### config.mk
export PLATFORM = sky130hd
export DESIGN_NAME = pts_cell
export DESIGN_NICKNAME = d
export VERILOG_FILES = /design/src/hdl/pts_pkg.sv /design/src/hdl/pts_cell.sv
export SDC_FILE = /design/constraint.sdc
export NUM_CORES = 1
export LEC_CHECK = 0
export ABC_AREA = 1
export BUFFER_PORTS_ARGS = -buffer_cell sky130_fd_sc_hd__buf_2
export CAP_MARGIN = 20
export CORE_MARGIN = 5
export CORE_UTILIZATION = 62
export CTS_BUF_LIST = sky130_fd_sc_hd__clkbuf_4 sky130_fd_sc_hd__clkbuf_8 sky130_fd_sc_hd__clkbuf_16
export DETAILED_ROUTE_END_ITERATION = 6
export MAX_ROUTING_LAYER = met4
export PLACE_DENSITY = 0.89
export SLEW_MARGIN = 10
export SYNTH_ARGS = -nofsm -noshare
export SYNTH_HDL_FRONTEND = slang
export SYNTH_SLANG_ARGS = --single-unit
### constraint.sdc
create_clock -name clk -period 5.7 [get_ports clk]
set_input_delay 0 -clock clk [delete_from_list [all_inputs] [get_ports clk]]
set_output_delay 0 -clock clk [all_outputs]
set_load 0.05 [all_outputs]
### src/hdl/pts_pkg.sv
// ----------------------------------------------------------------------------
// pts_pkg
// Shared types, constants and the policy compare for the task scheduler.
// ----------------------------------------------------------------------------
package pts_pkg;

	localparam int WORKERS_DEF     = 8;
	localparam int QUEUE_DEPTH_DEF = 16;
	localparam int MAX_RESULTS     = 16;
	localparam int NCNT_W          = 5;
	// wide enough for the deepest queue allowed
	localparam int SLOT_W          = 6;

	localparam logic [1:0] POL_FCFS = 2'd0;
	localparam logic [1:0] POL_SJF  = 2'd1;

	typedef struct packed {
		logic [23:0] arr;
		logic [15:0] dur;
		logic [15:0] id;
	} entry_t;

	// selection token passed down the cell row
	typedef struct packed {
		logic              found;
		entry_t            best;
		logic [SLOT_W-1:0] idx;
		logic              free_found;
		logic [SLOT_W-1:0] free_idx;
	} token_t;

	// write or clear of one slot of the selected worker
	typedef struct packed {
		logic              wr;
		logic              clr;
		logic [SLOT_W-1:0] idx;
		entry_t            data;
	} cmd_t;

	// true if a is served before b
	function automatic logic better(input logic [1:0] pol, input entry_t a, input entry_t b);
		logic r;
		r = a.id > b.id;
		if (pol == POL_FCFS) begin
			if (a.arr != b.arr) r = a.arr < b.arr;
		end else if (pol == POL_SJF) begin
			if (a.dur != b.dur) r = a.dur < b.dur;
		end else begin
			if (a.dur != b.dur) r = a.dur > b.dur;
		end
		return r;
	endfunction

endpackage

### src/hdl/pts_cell.sv
// ----------------------------------------------------------------------------
// pts_cell
// One queue slot for every worker, plus one stage of the selection row.
// ----------------------------------------------------------------------------
module pts_cell #(
	parameter int WORKERS = pts_pkg::WORKERS_DEF,
	parameter int IDX     = 0
) (
	input  logic            clk,
	input  logic            arst_n,
	input  logic [2:0]      worker,
	input  logic [1:0]      policy,
	input  pts_pkg::cmd_t   cmd,
	input  pts_pkg::token_t tok_in,
	output pts_pkg::token_t tok_out
);
	import pts_pkg::*;

	localparam int WW = (WORKERS > 1) ? $clog2(WORKERS) : 1;

	entry_t             ent_q [WORKERS];
	logic [WORKERS-1:0] vld_q;
	token_t             tok_q;
	token_t             nxt;
	logic [WW-1:0]      wi;
	logic               hit;

	assign wi  = worker[WW-1:0];
	assign hit = (cmd.idx == SLOT_W'(IDX));

	always_comb begin
		nxt = tok_in;
		if (vld_q[wi] && (!tok_in.found || better(policy, ent_q[wi], tok_in.best))) begin
			nxt.found = 1'b1;
			nxt.best  = ent_q[wi];
			nxt.idx   = SLOT_W'(IDX);
		end
		if (!vld_q[wi] && !tok_in.free_found) begin
			nxt.free_found = 1'b1;
			nxt.free_idx   = SLOT_W'(IDX);
		end
	end

	always_ff @(posedge clk or negedge arst_n) begin
		if (!arst_n) begin
			vld_q <= '0;
		end else if (hit && cmd.wr) begin
			vld_q[wi] <= 1'b1;
		end else if (hit && cmd.clr) begin
			vld_q[wi] <= 1'b0;
		end
	end

	always_ff @(posedge clk) begin
		if (hit && cmd.wr) begin
			ent_q[wi] <= cmd.data;
		end
		tok_q <= nxt;
	end

	assign tok_out = tok_q;

endmodule

# == After elaboration in Yosys (flattened, before gate mapping) ==
# Memory sizes are Yosys's and may differ from the RTL's.
# Cells that the tools add are included.
# classes
n_lt_le_gt_ge,6
div,0
n_eq_ne,3
n_addsub,0
mux,14
reduce_logical,12
shift,0
bitwise_logic,3
n_mul,0
# op_table
cell,count
$mux 62,1
$gt 16x16->1,2
$lt 24x24->1,1
$ne 24x24->1,1
$lt 16x16->1,1
$mux 8,2
$ne 16x16->1,1
$mux 1,9
$and 8x8->8,1
$not 8->8,1
$or 8x8->8,1
$logic_not 6->1,1
$logic_and 1x1->1,5
$lt 3x4->1 const B,1
$bmux 1 s3,1
$demux 1 s3,1
$ge 3x1->1 const B,1
$logic_not 1->1,3
$eq 2x1->1 const B,1
$logic_not 2->1,1
$reduce_bool 2->1,1
$logic_or 1x1->1,1
# totals
memories,1
regBits,78
input_bits,141
wordCells,47
latchBits,0
output_inout_bits,70
mem_bits_rw,448
rom_bits,0
# mem_list
name,words,word_bits,rd,rd_clocked_by_memory_dff,write_ports,line_no,text
ent_q,8,56,1,0,1,pts_cell.sv:21,entry_t ent_q [WORKERS];

# == Longest topological paths before layout ==
# Gate-level depths: netlist of run 1.
# logic_depth
word_depth,8
depth_mapped,28
depth_no_buf,25

# == Worst setup path after synthesis of run 1 ==
# Ideal clock, no wire load.
# synth_timing
path_type,input-to-reg
start,input worker[0]
end,memory ent_q[0][0] in the netlist's numbering (enable)
required_ns,5.230
arrival_time_ns,3.261
slack_ns,1.969
path_buffers,2
setup_ns,0.470
stages,5
path_cell_list,nor3_1 buf_2 buf_1 inv_1 nor2_1
# synth_lines
item,line_no,text
from (decl),pts_cell.sv:11,"input logic [2:0] worker,"
to (decl),pts_cell.sv:21,
# No word-level cell before the write port.

==> metrics.md, run 1 <==
| Metric | Value |
|---|---|
| Status | `completed` |
| Synth Instances | `1509` |
| Syn Nets | `roughly 1700` |
| Worst setup SP type | `input port` |
| IO Pins | `211` |
| Critical path's largest stage delay | `800 ps` |
| Area occupied by multi-input gates | `4593 um^2` |
| Clock-pin slew on the worst setup and hold paths | `70 ps` |
| Dpl cells | `2125` |
| Clock Skew | `29.18 ps` |
| Fin area | `around 25000 um^2` |
| Final worst-path cycle share | `90.48%` |
| DRT Pass-1 Iters | `6` |
| Clock root cell | `clkbuf_16` |
| Number of global-route vias before repair | `15730` |
| CTS sink count | `526` |
| Global-route wire length before repair | `91470 um` |
| Fraction of layout cells with a size suffix above 1 | `18.40%` |
| Full die area | `36540 um^2` |
| Core Box Area | `32450 um^2` |
| Crit-path cells | `dlygate4sd3_1, buf_2, nand3_1, inv_2, buf_4, a22oi_1, nand3_1, ha_1, nand2_1, nor4_2, nand3_1, nand2_1, nand2_1, nand3_1, nand3_2, nand2_2, buf_4, nand2_1, nand2_1` |
| Register area | `15050 um^2` |
| Post-layout net count | `between 2000 and 2500` |
| Warnings, synthesis | `0` |
| P_leak | `just under 0.01 uW` |
| CP max FO | `38` |
| Number of DRC markers in iteration 0 | `2375` |
| Primary FF master, synth | `edfxtp_1` |
| RePlAce Congestion | `approximately 0.87` |
| Vias/cell | `6.538` |
| Cts bufs inserted | `50` |
| Post-DP Area | `21940 um^2` |
| Slew @ Worst Pin | `1102 ps` |
| Max Clk Rate | `~190 MHz` |
| Skew-Pair Late Insertion Delay | `570 ps` |
| DRC viols | `0` |
| Synth top area cells | `edfxtp_1, dfxtp_1, nand2_1` |
| CP max stage cell | `inv_2` |
| Post-synth EDFFs | `between 400 and 500` |
| WP data arrival | `~5700 ps` |
| Crit path time final | `5158 ps` |
| Global route overflow | `0` |
| Non-Filler Instances | `2351` |
| Antenna violations before repair | `1` |
| Setup bufs post-CTS | `0` |
| Crit path required time | `6200 ps` |
| Sequential area share after synthesis | `74.00%` |
| Most common cell after layout, fill and taps aside | `edfxtp_1` |
| CTS tree | `yes` |
| H-Tree Depth | `2` |
| Post-synth ARST share | `1.521%` |
| CP endpoint kind | `register` |
| Setup tns final | `0 ps` |
| Number of port buffers | `210` |
| Max-Cap Viols | `0` |
| Top-area cell type share of the netlist area | `between 60% and 70%` |
| Worst Path Buf+Inv | `5` |
| IR drop worst, VDD | `0.2205 mV` |
| Hold crit path type | `in2reg` |
| Synth area leader | `edfxtp_1` |
| Gr usage total | `roughly 34%` |
| Horiz. Die Dim | `191.1 um` |
| Max clock buf depth | `3` |
| Largest net degree at the start of global routing | `59` |
| Setup violators final | `0` |
| Die Span Y | `191.1 um` |
| Synthesized cell area | `20340 um^2` |
| Hpwl dp | `about 34000 um` |
| Slew Limit Fails | `0` |
| # rows | `66` |
| WS Path Type | `in2reg` |
| WL per Instance | `26.42 um` |
| Final hold violation count | `0` |
| Relative slew slack | `between 20% and 30%` |
| Initial Util | `62.69%` |
| Area Growth Syn to Fin | `22.56%` |
| Synth cell types | `34` |
| Routed WL | `62110 um` |
| Post-Route Utilization | `76.83%` |
| Largest delay share family, worst path | `simple AND/OR/NAND/NOR gates` |
| RSZ-0062 raised after global routing | `no` |
| FILL cells | `1666` |
| Detail Route Antenna Nets | `0` |
| Avg Cell Area, Syn | `13.48 um^2` |
| Synthesized flop and latch total | `roughly 530` |
| Pwr per Cell Area | `332.6 nW/um^2` |
| Most frequent cells in the layout | `edfxtp_1, nand2_1, buf_2` |
| Via count | `approximately 15000` |
| Crit-path most repeated cell | `nand2_1` |
| Worst hold slack | `177.7 ps` |
[synthesized netlist by cell type, types with 19 or more instances]
cell / instances
a21oi_1: 35
a221oi_1: 48
a22o_1: 19
a22oi_1: 66
buf_2: 28
dfxtp_1: 70
edfxtp_1: 448
ha_1: 56
inv_1: 113
nand2_1: 354
nand3_1: 83
nand4_1: 43
nor2_1: 26
o21ai_0: 32
[through the flow]
| stage | setup WS [ps] | total power, uW |
|---|---|---|
| 2_1_floorplan | 1969 | 4663 |
| 3_3_place_gp | 1157 | 4885 |
| 3_5_place_dp | 1008 | 4913 |
| 4_1_cts | 883.4 | 8215 |
| 5_1_grt | 430.2 | 8514 |
| 6_report | 542.4 | 8293 |
[power by group]
group          internal (uW)  switching, uW  leakage, uW
clock                   1920           1410     0.000833
sequential              4200           14.9      0.00473
combinational            245            502      0.00417
[registers in the layout, indices dropped and copies added, names as in the netlist, named ones only]
signal,cells
tok_out,70
ent_q,448
[what timing repair did]
item	CTS	global route
setup endpoints to repair	0	0
hold endpoints to repair	529	0
resized for setup	0	0
hold buffers	132	0
[tightest hold or removal path: stages]
cell and delay [ps]:
buf_2 70, o21ai_0 140, buf_4 230, o21ai_0 140, o21ai_0 100
[cell families (layout without fill, tap and decap cells)]
| group | Yosys count | after routing | synth area share (%) |
|---|---|---|---|
| buffers and inverters | 186 | 585 | 3.770 |
| AND/OR/NAND/NOR | 514 | 514 | 10.66 |
| AO/OA/AOI/OAI | 227 | 227 | 8.124 |
| other | 0 | 1 | 0 |
| flip-flops | 526 | 526 | 74.00 |
| adder cells (fa/ha/maj) | 56 | 56 | 3.444 |
[path summary, 6_finish.rpt]
path,cells past startpoint,slack (ps),to,start
setup / recovery,19,540,tok_out[32],worker[1]
min in group asynchronous,3,510,asynchronous set/reset pin,arst_n
hold / removal,5,180,register,cmd[62]
setup reg to reg,16,1360,tok_out[32],ent_q[7][15]
hold reg to reg,2,570,register,register
max in group asynchronous,3,4870,asynchronous set/reset pin,arst_n
[layer usage]
layer  track usage, %  share of wire, %
met1            41.66                33
met2            55.16                47
met3            7.396                13
met4            18.26               6.7
met5                -                 0
[area by class of cell]
cell class              count  share of cell area, %
diodes                      1                0.01004
multi-input cells         797                  18.42
clock buffers              69                  5.811
inverters                 120                  1.806
repair buffers            373                  10.58
clock inverters            23                 0.7828
flip-flops and latches    526                  60.37
well taps                 442                  2.218
Note: power is estimated with default switching activity, not from simulation.
==> run 2: changes to the inputs <==
--- a/config.mk
+++ b/config.mk
@@ -14,6 +14,7 @@
 export DETAILED_ROUTE_END_ITERATION = 6
 export MAX_ROUTING_LAYER = met4
 export PLACE_DENSITY = 0.89
+export RECOVER_POWER = 25
 export SLEW_MARGIN = 10
 export SYNTH_ARGS = -nofsm -noshare
 export SYNTH_HDL_FRONTEND = slang
==> constraint.sdc (replaced) <==
create_clock -name clk -period 6.55 [get_ports clk]
set_input_delay 0 -clock clk [delete_from_list [all_inputs] [get_ports clk]]
set_output_delay 0 -clock clk [all_outputs]
set_load 0.05 [all_outputs]
==> run 2 against run 1 <==
Compared with the run above: the flow now finishes with violations (DRC); register-to-register slack better by 970 ps; worst setup slack improved by 1000 ps; non-clock buffer count shrank 3; clock-buffer cell count increased by 6; flip-flop and latch count unchanged; sequential share of layout area about the same; critical endpoint is now tok_out[57]; largest power group unchanged.
==> metrics.md, run 2 (synthesized netlist as in run 1, its figures left out) <==
| Metric | Value |
|---|---|
| Register area | `15050 um^2` |
| Relative slew slack | `24.96%` |
| Slew @ Worst Pin | `1123 ps` |
| CTS tree | `yes` |
| Fraction of layout cells with a size suffix above 1 | `between 10% and 20%` |
| Max Clk Rate | `201.6 MHz` |
| CTS sink count | `526` |
| WS Path Type | `in2reg` |
| DRC viols | `1` |
| Failing checks | `DRC` |
| Fin area | `24930 um^2` |
| Clock Skew | `26.89 ps` |
| Crit-path cells | `dlygate4sd3_1, buf_2, nand3_1, inv_2, buf_4, a221oi_1, nand4_1, ha_1, nand2_1, nor2_1, nand4_1, nor2_1, nand2_1, nand3_1, nand2_1, nand3_1, nand3_2, nand2_2, buf_4, nand2_1, nand2_1` |
| FILL cells | `1682` |
| Routed WL | `60560 um` |
| Most common cell after layout, fill and taps aside | `edfxtp_1` |
| IO Pins | `211` |
| Setup bufs post-CTS | `0` |
| DRT Pass-1 Iters | `7` |
| Pwr per Cell Area | `290.3 nW/um^2` |
| Skew-Pair Late Insertion Delay | `between 500 and 600 ps` |
| Post-layout net count | `2062` |
| Full die area | `36540 um^2` |
| Global-route wire length before repair | `88330 um` |
| CP max stage cell | `buf_4` |
| Critical path's largest stage delay | `550 ps` |
| H-Tree Depth | `2` |
| Max-Cap Viols | `0` |
| RePlAce Congestion | `0.8654` |
| Most frequent cells in the layout | `edfxtp_1, nand2_1, buf_2` |
| Largest register FFs | `448` |
| Setup violators final | `0` |
| Crit path required time | `7060 ps` |
| CP endpoint kind | `register` |
| WP data arrival | `5470 ps` |
| WL per Instance | `25.71 um` |
| Non-Filler Instances | `2356` |
| CP max FO | `between 40 and 50` |
| Hpwl dp | `33050 um` |
| Number of DRC markers in iteration 0 | `around 2800` |
| Via count | `approximately 15000` |
| Number of global-route vias before repair | `15240` |
| Cts bufs inserted | `50` |
| Dpl cells | `2119` |
| Slew Limit Fails | `0` |
| Max clock buf depth | `3` |
| Setup tns final | `0 ps` |
| Status | `finished, violations left` |
| Pwr Total | `~7200 uW` |
| # rows | `66` |
| Horiz. Die Dim | `~190 um` |
| RSZ-0062 raised after global routing | `no` |
| Largest net degree at the start of global routing | `65` |
| IR drop worst, VDD | `0.1991 mV` |
| Final hold violation count | `0` |
| Crit path time final | `4960 ps` |
| Worst setup SP type | `input port` |
| Final worst-path cycle share | `75.72%` |
| Area occupied by multi-input gates | `around 4600 um^2` |
| Post-DP Area | `21910 um^2` |
| Die Span Y | `191.1 um` |
| P_leak | `0.009613 uW` |
| Clock-pin slew on the worst setup and hold paths | `70 ps` |
| Vias/cell | `6.388` |
| Number of port buffers | `210` |
| Detail Route Antenna Nets | `0` |
| Global route overflow | `0` |
| Initial Util | `about 63%` |
| CTS resizes | `0` |
| Antenna violations before repair | `6` |
| Core Box Area | `32450 um^2` |
| Biggest register | `ent_q` |
| Gr usage total | `33.17%` |
| Hold crit path type | `in2reg` |
| Area Growth Syn to Fin | `22.53%` |
| CTS Hold Bufs | `134` |
| Clock root cell | `clkbuf_16` |
| Crit-path most repeated cell | `nand2_1` |
==> run 2: cell count changes in the layout (fill, tap and decap cells not counted), moves of 6 or more <==
cell | previous run | this run
buf_2 | 210 | 174
buf_4 | 29 | 22
clkbuf_1 | 0 | 36
clkbuf_4 | 12 | 18
diode_2 | 1 | 8
==> run 2: worst max-delay path, delay by kind of cell <==
| family | cells | cell delay (ps) |
|---|---|---|
| AO/OA/AOI/OAI | 1 | 370 |
| AND/OR/NAND/NOR | 14 | 2490 |
| adder cells (fa/ha/maj) | 1 | 380 |
| buffers and inverters | 5 | 2180 |
==> run 2: power by group <==
part	switching, uW	internal [uW]	leakage (uW)
combinational	430	209	0.00405
sequential	12.7	3660	0.00473
clock	1230	1700	0.000833
total	1670	5570	0.00961
==> run 2: path summary, 6_finish.rpt <==
check | start | endpoint | slack, ps | depth (start not counted)
worst min-delay path | worker[1] | register | 40 | 3
min in group asynchronous | arst_n | asynchronous set/reset pin | 490 | 3
max in group asynchronous | arst_n | asynchronous set/reset pin | 5750 | 3
worst max-delay path | worker[2] | tok_out[57] | 1590 | 21
worst max register to register | ent_q[1][15] | tok_out[57] | 2330 | 16
worst min register to register | register | register | 610 | 2
==> run 2: final cells by class <==
| class | instances | share of cell area (%) |
|---|---|---|
| Sequential cell | 526 | 60.39 |
| Multi-Input combinational cell | 797 | 18.43 |
| Timing Repair Buffer | 370 | 10.38 |
| Clock buffer | 75 | 6.018 |
| Tap cell | 442 | 2.219 |
| Inverter | 120 | 1.807 |
| Clock inverter | 18 | 0.6776 |
| Antenna cell | 8 | 0.08031 |
==> run 2: through the flow <==
| stage | util, % | setup WS (ps) | hold WS (ps) |
|---|---|---|---|
| after floorplan | - | 2819 | -295.6 |
| after global placement | 67.50 | 2151 | -152.4 |
| after detailed placement | 67.50 | 1923 | -150.5 |
| after CTS | 76.78 | 1869 | 3.158 |
| after global routing | 76.80 | 1360 | 83.36 |
| final | 76.81 | 1590 | 40.53 |
==> run 2: layer usage <==
metal | global-route usage (%) | vias to the layer above | share of wire, %
li1 | - | 6250 | -
met1 | 40.77 | 7076 | 34
met2 | 52.12 | 1414 | 47
met3 | 8.053 | 310 | 13
met4 | 16.57 | 0 | 5.5
met5 | - | - | 0
==> run 3: changes to the inputs <==
--- a/config.mk
+++ b/config.mk
@@ -9,11 +9,11 @@
 export BUFFER_PORTS_ARGS = -buffer_cell sky130_fd_sc_hd__buf_2
 export CAP_MARGIN = 20
 export CORE_MARGIN = 5
-export CORE_UTILIZATION = 62
+export CORE_UTILIZATION = 58
 export CTS_BUF_LIST = sky130_fd_sc_hd__clkbuf_4 sky130_fd_sc_hd__clkbuf_8 sky130_fd_sc_hd__clkbuf_16
 export DETAILED_ROUTE_END_ITERATION = 6
 export MAX_ROUTING_LAYER = met4
-export PLACE_DENSITY = 0.89
+export PLACE_DENSITY = 0.85
 export RECOVER_POWER = 25
 export SLEW_MARGIN = 10
 export SYNTH_ARGS = -nofsm -noshare
==> constraint.sdc (replaced) <==
create_clock -name clk -period 4.65 [get_ports clk]
set_input_delay 0 -clock clk [delete_from_list [all_inputs] [get_ports clk]]
set_output_delay 0 -clock clk [all_outputs]
set_load 0.05 [all_outputs]
==> run 3 against run 2 <==
Compared with the run above: the run now ends clean; non-clock buffer count up 13; total power up 41%; worst setup slack worse by 1000 ps; die area up 6.5%; clock skew about the same; via count down 2.9%; sequential share of layout area down 0.53 points; critical endpoint is now tok_out[7]; highest routed layer unchanged.
==> metrics.md, run 3 (synthesized netlist as in run 1, its figures left out) <==
| Metric | Value |
|---|---|
| Status | `completed` |
| Pre-CTS WS | `approximately 770 ps` |
| WP data arrival | `4490 ps` |
| IO Pins | `about 210` |
| Max Clk Rate | `245.3 MHz` |
| Final worst-path cycle share | `between 80% and 90%` |
| Slew @ Worst Pin | `1176 ps` |
| RePlAce Congestion | `0.8502` |
| Setup violators final | `0` |
| HP Start | `tok_in[22]` |
| Fraction of layout cells with a size suffix above 1 | `16.92%` |
| DRC viols | `0` |
| Clock-pin slew on the worst setup and hold paths | `60 ps` |
| DRT Pass-1 Iters | `6` |
| Fin area | `25150 um^2` |
| Crit path from | `worker[2]` |
| CP endpoint kind | `register` |
| H-Tree Depth | `2` |
| Max-Cap Viols | `0` |
| Max clock buf depth | `3` |
| Hold crit path type | `in2reg` |
| IR drop worst, VDD | `0.3459 mV` |
| Vias/cell | `6.132` |
| Detail Route Antenna Nets | `0` |
| Cts bufs inserted | `51` |
| Antenna violations before repair | `6` |
| CP max FO | `43` |
| Slew Limit Fails | `0` |
| Post-DP Area | `around 22000 um^2` |
| Most frequent cells in the layout | `edfxtp_1, nand2_1, buf_2` |
| Biggest register | `ent_q` |
| Horiz. Die Dim | `roughly 200 um` |
| Number of DRC markers in iteration 0 | `roughly 2000` |
| R2R Path Start | `ent_q[6][2]` |
| Setup ws final | `roughly 570 ps` |
| CTS sink count | `526` |
| Area Growth Syn to Fin | `23.60%` |
| CTS tree | `yes` |
| Initial Util | `58.75%` |
| Largest net degree at the start of global routing | `59` |
| Pwr Total | `10220 uW` |
| Routed WL | `around 59000 um` |
| Post-layout net count | `2076` |
| Largest register FFs | `448` |
| Worst hold slack | `153.7 ps` |
| Final hold violation count | `0` |
| Crit path required time | `5060 ps` |
| Hpwl dp | `33610 um` |
| Number of global-route vias before repair | `roughly 15000` |
| Clock root cell | `clkbuf_16` |
| Relative slew slack | `between 20% and 30%` |
| WS Path Type | `in2reg` |
| Number of port buffers | `between 200 and 250` |
| Die Span Y | `between 150 and 200 um` |
| Worst setup SP type | `input port` |
| Via count | `14620` |
| Gr usage total | `30.51%` |
| Clock Skew | `26.41 ps` |
| Global-route wire length before repair | `87550 um` |
| Full die area | `38920 um^2` |
| # rows | `68` |
| Setup bufs post-CTS | `0` |
| WL per Instance | `24.57 um` |
| Skew-Pair Late Insertion Delay | `around 580 ps` |
| Setup tns final | `0 ps` |
| Pwr per Cell Area | `406.5 nW/um^2` |
| RSZ-0062 raised after global routing | `no` |
| Global route overflow | `0` |
| Core Box Area | `34630 um^2` |
| Most common cell after layout, fill and taps aside | `edfxtp_1` |
| P_leak | `roughly 0.0097 uW` |
| Crit path time final | `4076 ps` |
-- run 3: final cells by class --
cell class                      count  area (um^2)
Inverter                          120        450.4
Clock buffer                       68         1489
Clock inverter                     27        225.2
Timing Repair Buffer              383         2745
Multi-Input combinational cell    797         4593
Sequential cell                   526        15050
Antenna cell                        8        20.02
Fill cell                        2023         9482
Tap cell                          455        569.3
-- run 3: final timing paths --
path	to	slack [ps]	depth (start not counted)
worst min register to register	register	530	2
worst max-delay path	tok_out[7]	570	23
worst max register to register	tok_out[7]	1270	19
worst min-delay path	tok_out[22]	150	4
min in group asynchronous	asynchronous set/reset pin	420	3
max in group asynchronous	asynchronous set/reset pin	3940	3
-- run 3: metrics by stage --
stage	cells	util [%]
after floorplan	1509	-
after CTS	2375	72.64
after global placement	2143	63.73
after global routing	2382	72.60
final	2384	72.62
after detailed placement	2143	63.73
-- run 3: critical path, stage by stage --
cell and delay, ps:
dlygate4sd3_1 540, buf_2 170, inv_2 70, nand3_1 220
inv_2 320, buf_4 330, nand2_1 90, nand2_1 60
a221oi_1 230, nand4_1 260, ha_1 400, nand2_1 90
nor2_1 180, nand2_1 80, nand2_1 60, nand2_1 50
nand2_1 90, nand2_1 150, nand2_1 110, nand3_1 110
nand3_2 150, buf_4 480, a21boi_0 180
-- run 3: power breakdown --
| group | leakage, uW | internal [uW] | switching [uW] | total, uW |
|---|---|---|---|---|
| logic | 0.00412 | 300 | 589 | 889 |
| clock network | 0.000851 | 2420 | 1750 | 4170 |
| registers | 0.00473 | 5150 | 17.0 | 5170 |
-- run 3: what timing repair did --
item | CTS | global route
hold buffers | 137 | 0
endpoints found under the hold margin | 531 | 0
gates resized for setup | 0 | 0
-- run 3: layer usage --
layer | vias up | wire length, um | track usage (%)
met5 | - | 0 | -
met4 | 0 | 1855 | 10.12
met3 | 162 | 6828 | 6.498
met2 | 1101 | 29090 | 50.86
met1 | 7082 | 20790 | 37.58
li1 | 6273 | - | -
